==> src/rtl/dtt_pkg.sv <==
// Package for the deadline timer table: word types, operation and status codes,
// slot entry layout and the sequencer state type. No dependencies.
`default_nettype none

package dtt_pkg;

  localparam int SLOT_COUNT_DEF = 8;

  // Operation codes of an input word (code 3 is unused and dropped)
  localparam logic [1:0] OP_TICK  = 2'd0;
  localparam logic [1:0] OP_ADD   = 2'd1;
  localparam logic [1:0] OP_CLEAR = 2'd2;

  // Status codes of a result word
  localparam logic [2:0] ST_FIRED    = 3'd0;
  localparam logic [2:0] ST_NONE     = 3'd1;
  localparam logic [2:0] ST_ADDED    = 3'd2;
  localparam logic [2:0] ST_REJECTED = 3'd3;
  localparam logic [2:0] ST_FULL     = 3'd4;
  localparam logic [2:0] ST_CLEARED  = 3'd5;

  // Configuration register indexes
  localparam logic REG_TICK_PERIOD = 1'b0;
  localparam logic REG_DELAY_SCALE = 1'b1;

  localparam logic [31:0] TICK_PERIOD_RST = 32'd1000;
  localparam logic [19:0] DELAY_SCALE_RST = 20'd1000;

  typedef struct packed {
    logic [1:0]  operation;
    logic [31:0] delay_ms;
    logic [15:0] event_handle;
    logic [31:0] fine_count;
  } in_word_t;

  typedef struct packed {
    logic [2:0]  status;
    logic [15:0] fired_handle;
    logic [2:0]  slot_index;
    logic [63:0] time_now;
    logic        last;
  } out_word_t;

  typedef struct packed {
    logic [63:0] deadline;
    logic [15:0] handle;
  } slot_entry_t;

  typedef enum logic [2:0] {
    S_IDLE,
    S_PREP,
    S_ADD_FIND,
    S_ADD_WR,
    S_SCAN_RD,
    S_SCAN_CHK,
    S_SCAN_END,
    S_EMIT
  } dtt_state_t;

endpackage

`default_nettype wire

==> src/rtl/dtt_slot_ram.sv <==
// Slot memory: one write port, one read port, registered read data.
// Depends on dtt_pkg for the slot entry layout.
`default_nettype none

module dtt_slot_ram
  import dtt_pkg::*;
#(
  parameter int DEPTH  = SLOT_COUNT_DEF,
  parameter int ADDR_W = (DEPTH > 1) ? $clog2(DEPTH) : 1
) (
  input  wire logic              clk,
  input  wire logic              wr_en,
  input  wire logic [ADDR_W-1:0] wr_addr,
  input  wire slot_entry_t       wr_data,
  input  wire logic              rd_en,
  input  wire logic [ADDR_W-1:0] rd_addr,
  output slot_entry_t            rd_data
);

  slot_entry_t mem [DEPTH];

  always_ff @(posedge clk) begin
    if (wr_en) begin
      mem[wr_addr] <= wr_data;
    end
  end

  always_ff @(posedge clk) begin
    if (rd_en) begin
      rd_data <= mem[rd_addr];
    end
  end

endmodule

`default_nettype wire

==> src/rtl/dtt_core.sv <==
// Sequencer and datapath: coarse count, occupancy bits, slot scan and slot fill.
// Depends on dtt_pkg and dtt_slot_ram.
`default_nettype none

module dtt_core
  import dtt_pkg::*;
#(
  parameter int SLOT_COUNT = SLOT_COUNT_DEF
) (
  input  wire logic        clk,
  input  wire logic        rst,
  input  wire logic        in_valid,
  output logic             in_stall,
  input  wire in_word_t    in_word,
  input  wire logic [31:0] tick_period,
  input  wire logic [19:0] delay_scale,
  input  wire logic        emit_ok,
  output logic             emit_valid,
  output out_word_t        emit_word
);

  localparam int IDX_W = (SLOT_COUNT > 1) ? $clog2(SLOT_COUNT) : 1;

  dtt_state_t state, state_next;

  logic [1:0]            op;
  logic [31:0]           delay_ms;
  logic [15:0]           handle;
  logic [31:0]           fine;
  logic [63:0]           coarse;
  logic [63:0]           now;
  logic [31:0]           span;
  logic [63:0]           dl_sum;
  logic [IDX_W-1:0]      idx;
  logic [SLOT_COUNT-1:0] occ;
  logic                  pend_valid;
  logic [15:0]           pend_handle;
  logic [IDX_W-1:0]      pend_slot;
  logic [2:0]            res_status;
  logic [IDX_W-1:0]      res_slot;

  logic                  rd_en;
  logic [IDX_W-1:0]      rd_addr;
  logic                  wr_en;
  slot_entry_t           rd_data;
  slot_entry_t           wr_data;
  logic [51:0]           product;
  logic                  idx_last;
  logic                  fire;
  logic                  scan_go;
  logic                  add_bad;

  assign product  = delay_ms * delay_scale;
  assign idx_last = (idx == IDX_W'(SLOT_COUNT - 1));
  assign fire     = occ[idx] && (now >= rd_data.deadline);
  // a second firing needs the output free to push out the held one
  assign scan_go  = !(fire && pend_valid && !emit_ok);
  assign add_bad  = (delay_ms == 32'd0) || (handle == 16'd0);
  assign wr_data  = '{deadline: dl_sum, handle: handle};

  dtt_slot_ram #(
    .DEPTH  (SLOT_COUNT),
    .ADDR_W (IDX_W)
  ) u_ram (
    .clk     (clk),
    .wr_en   (wr_en),
    .wr_addr (idx),
    .wr_data (wr_data),
    .rd_en   (rd_en),
    .rd_addr (rd_addr),
    .rd_data (rd_data)
  );

  always_ff @(posedge clk) begin
    if (rst) begin
      state <= S_IDLE;
    end else begin
      state <= state_next;
    end
  end

  always_comb begin
    state_next = state;
    in_stall   = 1'b1;
    emit_valid = 1'b0;
    rd_en      = 1'b0;
    rd_addr    = idx;
    wr_en      = 1'b0;
    emit_word  = '{status: res_status, fired_handle: 16'd0, slot_index: 3'(res_slot),
                   time_now: now, last: 1'b1};
    unique case (state)
      S_IDLE: begin
        in_stall = 1'b0;
        if (in_valid) begin
          unique case (in_word.operation)
            OP_TICK, OP_ADD, OP_CLEAR: state_next = S_PREP;
            default:                   state_next = S_IDLE;
          endcase
        end
      end
      S_PREP: begin
        unique case (op)
          OP_TICK: state_next = S_SCAN_RD;
          OP_ADD:  state_next = add_bad ? S_EMIT : S_ADD_FIND;
          default: state_next = S_EMIT;
        endcase
      end
      S_ADD_FIND: begin
        if (!occ[idx]) begin
          state_next = S_ADD_WR;
        end else if (idx_last) begin
          state_next = S_EMIT;
        end
      end
      S_ADD_WR: begin
        wr_en      = 1'b1;
        state_next = S_EMIT;
      end
      S_SCAN_RD: begin
        rd_en      = 1'b1;
        state_next = S_SCAN_CHK;
      end
      S_SCAN_CHK: begin
        emit_word = '{status: ST_FIRED, fired_handle: pend_handle,
                      slot_index: 3'(pend_slot), time_now: now, last: 1'b0};
        if (scan_go) begin
          emit_valid = fire && pend_valid;
          if (idx_last) begin
            state_next = S_SCAN_END;
          end else begin
            rd_en   = 1'b1;
            rd_addr = idx + 1'b1;
          end
        end
      end
      S_SCAN_END: begin
        emit_valid = emit_ok;
        if (pend_valid) begin
          emit_word = '{status: ST_FIRED, fired_handle: pend_handle,
                        slot_index: 3'(pend_slot), time_now: now, last: 1'b1};
        end else begin
          emit_word = '{status: ST_NONE, fired_handle: 16'd0, slot_index: 3'd0,
                        time_now: now, last: 1'b1};
        end
        if (emit_ok) begin
          state_next = S_IDLE;
        end
      end
      S_EMIT: begin
        emit_valid = emit_ok;
        if (emit_ok) begin
          state_next = S_IDLE;
        end
      end
    endcase
  end

  // control state: coarse count, occupancy, held firing
  always_ff @(posedge clk) begin
    if (rst) begin
      coarse     <= 64'd0;
      occ        <= '0;
      pend_valid <= 1'b0;
    end else begin
      unique case (state)
        S_IDLE: begin
          if (in_valid && in_word.operation == OP_TICK) begin
            coarse <= coarse + 64'(tick_period);
          end
        end
        S_PREP: begin
          pend_valid <= 1'b0;
          if (op == OP_CLEAR) begin
            occ <= '0;
          end
        end
        S_ADD_WR: begin
          occ[idx] <= 1'b1;
        end
        S_SCAN_CHK: begin
          if (scan_go && fire) begin
            occ[idx]   <= 1'b0;
            pend_valid <= 1'b1;
          end
        end
        S_SCAN_END: begin
          if (emit_ok) begin
            pend_valid <= 1'b0;
          end
        end
        default: begin
        end
      endcase
    end
  end

  // payload and scan registers
  always_ff @(posedge clk) begin
    unique case (state)
      S_IDLE: begin
        op       <= in_word.operation;
        delay_ms <= in_word.delay_ms;
        handle   <= in_word.event_handle;
        fine     <= in_word.fine_count;
      end
      S_PREP: begin
        now      <= coarse + 64'(fine);
        span     <= product[31:0];
        idx      <= '0;
        res_slot <= '0;
        unique case (op)
          OP_ADD:  res_status <= add_bad ? ST_REJECTED : ST_FULL;
          default: res_status <= ST_CLEARED;
        endcase
      end
      S_ADD_FIND: begin
        dl_sum <= now + 64'(span);
        if (occ[idx] && !idx_last) begin
          idx <= idx + 1'b1;
        end
      end
      S_ADD_WR: begin
        res_status <= ST_ADDED;
        res_slot   <= idx;
      end
      S_SCAN_CHK: begin
        if (scan_go) begin
          if (fire) begin
            pend_handle <= rd_data.handle;
            pend_slot   <= idx;
          end
          if (!idx_last) begin
            idx <= idx + 1'b1;
          end
        end
      end
      default: begin
      end
    endcase
  end

endmodule

`default_nettype wire

==> src/rtl/deadline_timer_table.sv <==
// Top level of the deadline timer table: register port, output register, core.
// Depends on dtt_pkg, dtt_core and dtt_slot_ram.
//
//   channel   direction  handshake          word
//   in        to block   in_valid/in_stall  in_word   (in_word_t)
//   out       from block out_valid/out_stall out_word (out_word_t)
//   config    to block   APB psel/penable   pwdata    (tick_period @0, delay_scale @4)
//
// Sequence: one word at a time. A tick: accept, form now, first slot read, one slot
//   compare per cycle unless a second firing waits on the output, final word. An add:
//   accept, form now, one step per occupied slot passed over before the free one,
//   slot write (none on a full table), result word. Clear or rejected add: accept,
//   form now, result word. The slot memory's single read port sets the scan pace.
// Reset: rst clears the coarse count and all occupancy bits at once; no clearing pass.
// Stalls: out_stall holds the result in the output register; the scan waits on a
//   second firing until the held one can move, so no word is lost.
`default_nettype none

module deadline_timer_table
  import dtt_pkg::*;
#(
  parameter int SLOT_COUNT = SLOT_COUNT_DEF
) (
  input  wire logic        clk,
  input  wire logic        rst,
  // input words
  input  wire logic        in_valid,
  output logic             in_stall,
  input  wire in_word_t    in_word,
  // result words
  output logic             out_valid,
  input  wire logic        out_stall,
  output out_word_t        out_word,
  // register port
  input  wire logic        psel,
  input  wire logic        penable,
  input  wire logic        pwrite,
  input  wire logic [2:0]  paddr,
  input  wire logic [31:0] pwdata,
  output logic [31:0]      prdata,
  output logic             pready
);

  logic [31:0] tick_period;
  logic [19:0] delay_scale;
  logic        emit_ok;
  logic        emit_valid;
  out_word_t   emit_word;
  logic        reg_sel;

  assign pready  = 1'b1;
  assign reg_sel = paddr[2];

  // Registers are written in the access phase only
  always_ff @(posedge clk) begin
    if (rst) begin
      tick_period <= TICK_PERIOD_RST;
      delay_scale <= DELAY_SCALE_RST;
    end else if (psel && penable && pwrite) begin
      unique case (reg_sel)
        REG_TICK_PERIOD: tick_period <= pwdata;
        REG_DELAY_SCALE: delay_scale <= pwdata[19:0];
      endcase
    end
  end

  always_comb begin
    unique case (reg_sel)
      REG_TICK_PERIOD: prdata = tick_period;
      REG_DELAY_SCALE: prdata = {12'd0, delay_scale};
    endcase
  end

  // Output register: free when empty or being taken this cycle
  assign emit_ok = !out_valid || !out_stall;

  always_ff @(posedge clk) begin
    if (rst) begin
      out_valid <= 1'b0;
    end else if (emit_valid) begin
      out_valid <= 1'b1;
    end else if (!out_stall) begin
      out_valid <= 1'b0;
    end
  end

  always_ff @(posedge clk) begin
    if (emit_valid) begin
      out_word <= emit_word;
    end
  end

  dtt_core #(
    .SLOT_COUNT (SLOT_COUNT)
  ) u_core (
    .clk         (clk),
    .rst         (rst),
    .in_valid    (in_valid),
    .in_stall    (in_stall),
    .in_word     (in_word),
    .tick_period (tick_period),
    .delay_scale (delay_scale),
    .emit_ok     (emit_ok),
    .emit_valid  (emit_valid),
    .emit_word   (emit_word)
  );

endmodule

`default_nettype wire

==> config.mk <==
export PLATFORM = sky130hd
export DESIGN_NAME = deadline_timer_table
export DESIGN_NICKNAME = d
export VERILOG_FILES = /design/src/rtl/dtt_pkg.sv /design/src/rtl/dtt_slot_ram.sv /design/src/rtl/dtt_core.sv /design/src/rtl/deadline_timer_table.sv
export SDC_FILE = /design/constraint.sdc
export NUM_CORES = 2
export LEC_CHECK = 0
export ABC_AREA = 1
export BUFFER_PORTS_ARGS = -buffer_cell sky130_fd_sc_hd__clkbuf_2
export CORE_MARGIN = 2
export CORE_UTILIZATION = 45
export DETAILED_ROUTE_END_ITERATION = 8
export MAX_ROUTING_LAYER = met4
export SLEW_MARGIN = 10
export SYNTH_ARGS = -nofsm -noshare
export SYNTH_HDL_FRONTEND = slang
export SYNTH_HIERARCHICAL = 1
export SYNTH_SLANG_ARGS = --single-unit
==> constraint.sdc <==
create_clock -name clk -period 16 [get_ports clk]
set_clock_uncertainty 0.05 [all_clocks]
set_input_delay 1.6 -clock clk [delete_from_list [all_inputs] [get_ports clk]]
set_output_delay 1.6 -clock clk [all_outputs]
set_load 0.005 [all_outputs]
==> results.yml <==
placement:
  pre_cts_ws_ns: 8.870
  gp_congestion: 0.9342
  io_buffers: 242
  hpwl_mm: 128.7
  post_dp_cell_area_um2: 73710
  dp_cells: 9748
setup_path:
  critPathKind: "flop to flop"
  timing.rr.end: "u_core/span[30]"
  crit_required_ns: 16.53
  cp_max_fo: 20
  rr_worst_depth: 17
  cp-start-kind: "flop"
  end_kind: "flop"
  timing.rr.start: "u_core/delay_ms[13]"
  critical_path_arrival_ns: 7.69
  rrSetupSlack_ns: 8.83
logic_synthesis:
  synth_simple_gate_area_share_pct: 18.33
  synth_top_family_by_area: "simple AND/OR/NAND/NOR gates"
  ys_ff_latch: 1206
  synth_compound_area_share_pct: 4.195
  synth_most_common_cell: "nand2_1"
  syn_nets: 8362
  synth_ff_type: "edfxtp_1"
  async_flop_share_pct: 0
  synth_warnings: 6
  synth_cell_types: 67
  ys_seq_area_share_pct: 49.53
  synth_area_um2: 70510
  synth.largest_area_cell: "edfxtp_1"
  synth_xor_area_share_pct: 2.521
  yosys.area.top_type_share_pct: 45.86
  synth_edf_count: 1077
  synth_top_cells_by_area: "edfxtp_1, nand2_1, fa_1"
  syn-instance-count: 7638
  synth.avg_cell_area_um2: 9.232
  yosys-top-cells-count: "nand2_1, inv_1, edfxtp_1"
  muxShareOfSynthArea_pct: 0
  synthAdderAreaFrac_pct: 14.44
sta:
  finalCritPeriodShare_pct: 44.79
  report.final.slew_viol_count: 0
  setup_tns_ns: 0
  finalHoldViolCount: 0
  slew_headroom_pct: 15.12
  setup_ws_ns: 8.833
  setup_viol: 0
  max_slew.worst_pin.slew_ns: 1.273
  rsz0062_at_grt: "false"
  min_period_ns: 7.167
  clock.fmax_ghz: 0.1395
clock_tree:
  cts_setup_buffers: 0
  cts_root_buf: "clkbuf_16"
  cts-hold-fix-buffers: 0
  htreeDepth: 4
  tritoncts: "built"
  clkTransAtPathRegs_ns: 0.06
  cts_buffer_depth: 3
  numCtsBuffers: 134
  insertion_delay_ns: 0.80
  clkSinkCount: 1206
  cts_resized: 0
drt:
  vias_per_cell: 5.092
  routedWlPerCell_um: 19.48
  wl_mm: 194.6
  vias: 50861
  drt_iter0_drc: 4018
  drc: 0
  firstDrtPassIters: 6
  ant_nets: 0
floorplanning:
  pin_count: 246
  start_util_pct: 45.25
  dieArea_um2: 159900
  die_height_um: 399.9
  num_rows: 145
  core_um2: 155800
  die_w_um: 399.9
global_route:
  grt_max_degree: 217
  grt_pass1_wl_mm: 297.2
  use_met1_pct: 33.12
  grt_busiest_layer: "met2"
  antenna_found_initial: 7
  grt_overflow: 0
  grtUsageMet3_pct: 5.371
  first_global_vias: 50750
  met2_usage_pct: 39.67
  groute.usage.overall_pct: 25.36
min_path:
  hp-start: "u_core/u_ram/rd_data[3]"
  hp-class: "flop to flop"
  whs_path_depth: 0
  whs_endpoint: "u_core/pend_handle[3]"
layout:
  finalInstanceArea_um2: 77880
  area_delta_synth_final_pct: 10.44
  drive_above_1_share_pct: 7.456
  nets: 8550
  finalNonFillerCells: 9988
run_status:
  status: "finished, final reports clean"
run:
  maxCapViolCount: 0
## state kept, by name (all words and copies together), names as in the netlist, 8 cells and up
register / count
tick_period: 32
u_core/handle: 16
u_core/coarse: 64
u_core/fine: 32
delay_scale: 20
u_core/u_ram/mem: 640
u_core/span: 32
out_word: 87
u_core/delay_ms: 32
u_core/now: 64
u_core/pend_handle: 16
u_core/u_ram/rd_data: 80
u_core/dl_sum: 64
u_core/occ: 8
## final cells by class
type | count | area (um2)
multi-input combinational | 4447 | 27970
inverter | 1726 | 6492
clock buffer | 185 | 3596
antenna | 4 | 10.01
fill | 14425 | 77970
timing repair buffer | 311 | 1742
tap | 2058 | 2575
clock inverter | 51 | 563.0
sequential | 1206 | 34930
## through the flow
stage	utilization [%]	hold WS, ns
2_1_floorplan	-	0.3503
3_5_place_dp	47.30	0.3566
5_1_grt	49.97	0.3713
4_1_cts	49.97	0.3692
6_report	49.97	0.3654
3_3_place_gp	47.30	0.3509
## logic make-up after synthesis
group	after synthesis
compound gates	509
xor+xnor	203
fa+ha+maj	600
buf+inv	1985
flops	1206
other cells	1
simple gates	3134
## layer usage
metal | vias to the layer above | routed length, um
met4 | 0 | 5933
met5 | - | 0
met3 | 371 | 15220
li1 | 24167 | -
met1 | 24493 | 83380
met2 | 1830 | 90060
## worst max-delay path by stage
stage | cells past startpoint | startpoint | endpoint | slack [ns]
final | 17 | u_core/delay_ms[13] | u_core/span[30] | 8.83
after detailed placement | 19 | u_core/delay_ms[13] | u_core/span[30] | 8.87
after global routing | 19 | u_core/delay_ms[6] | u_core/span[30] | 8.55
after floorplan | 5 | out_stall | u_core/u_ram/rd_data[0] | 7.64
after CTS | 17 | u_core/delay_ms[13] | u_core/span[30] | 8.85
after global placement | 23 | u_core/delay_ms[9] | u_core/span[26] | 8.87
## cell usage in the layout (no fill, tap or decap), drive strengths merged, types with 136 or more instances in the layout
cell type / n
nand2: 2087
inv: 1733
edfxtp: 1077
nand3: 490
clkbuf: 427
nor2: 408
fa: 356
ha: 244
a21oi: 242
o21ai: 148
xor2: 136
## worst max-delay path, stage by stage, from the launching register on
cell	delay, ns
edfxtp_1	1.19
nand2_1	0.19
fa_1	0.56
fa_1	0.49
fa_1	0.56
inv_1	0.06
fa_1	0.57
fa_1	0.43
fa_1	0.50
inv_1	0.07
fa_1	0.49
inv_1	0.05
ha_1	0.36
a21oi_1	0.13
o21ai_0	0.27
a21oi_1	0.09
o311ai_0	0.52
xor2_1	0.36
Power is not shown: default switching activity piles up to over one toggle a cycle in this logic, so the estimate is an artifact.
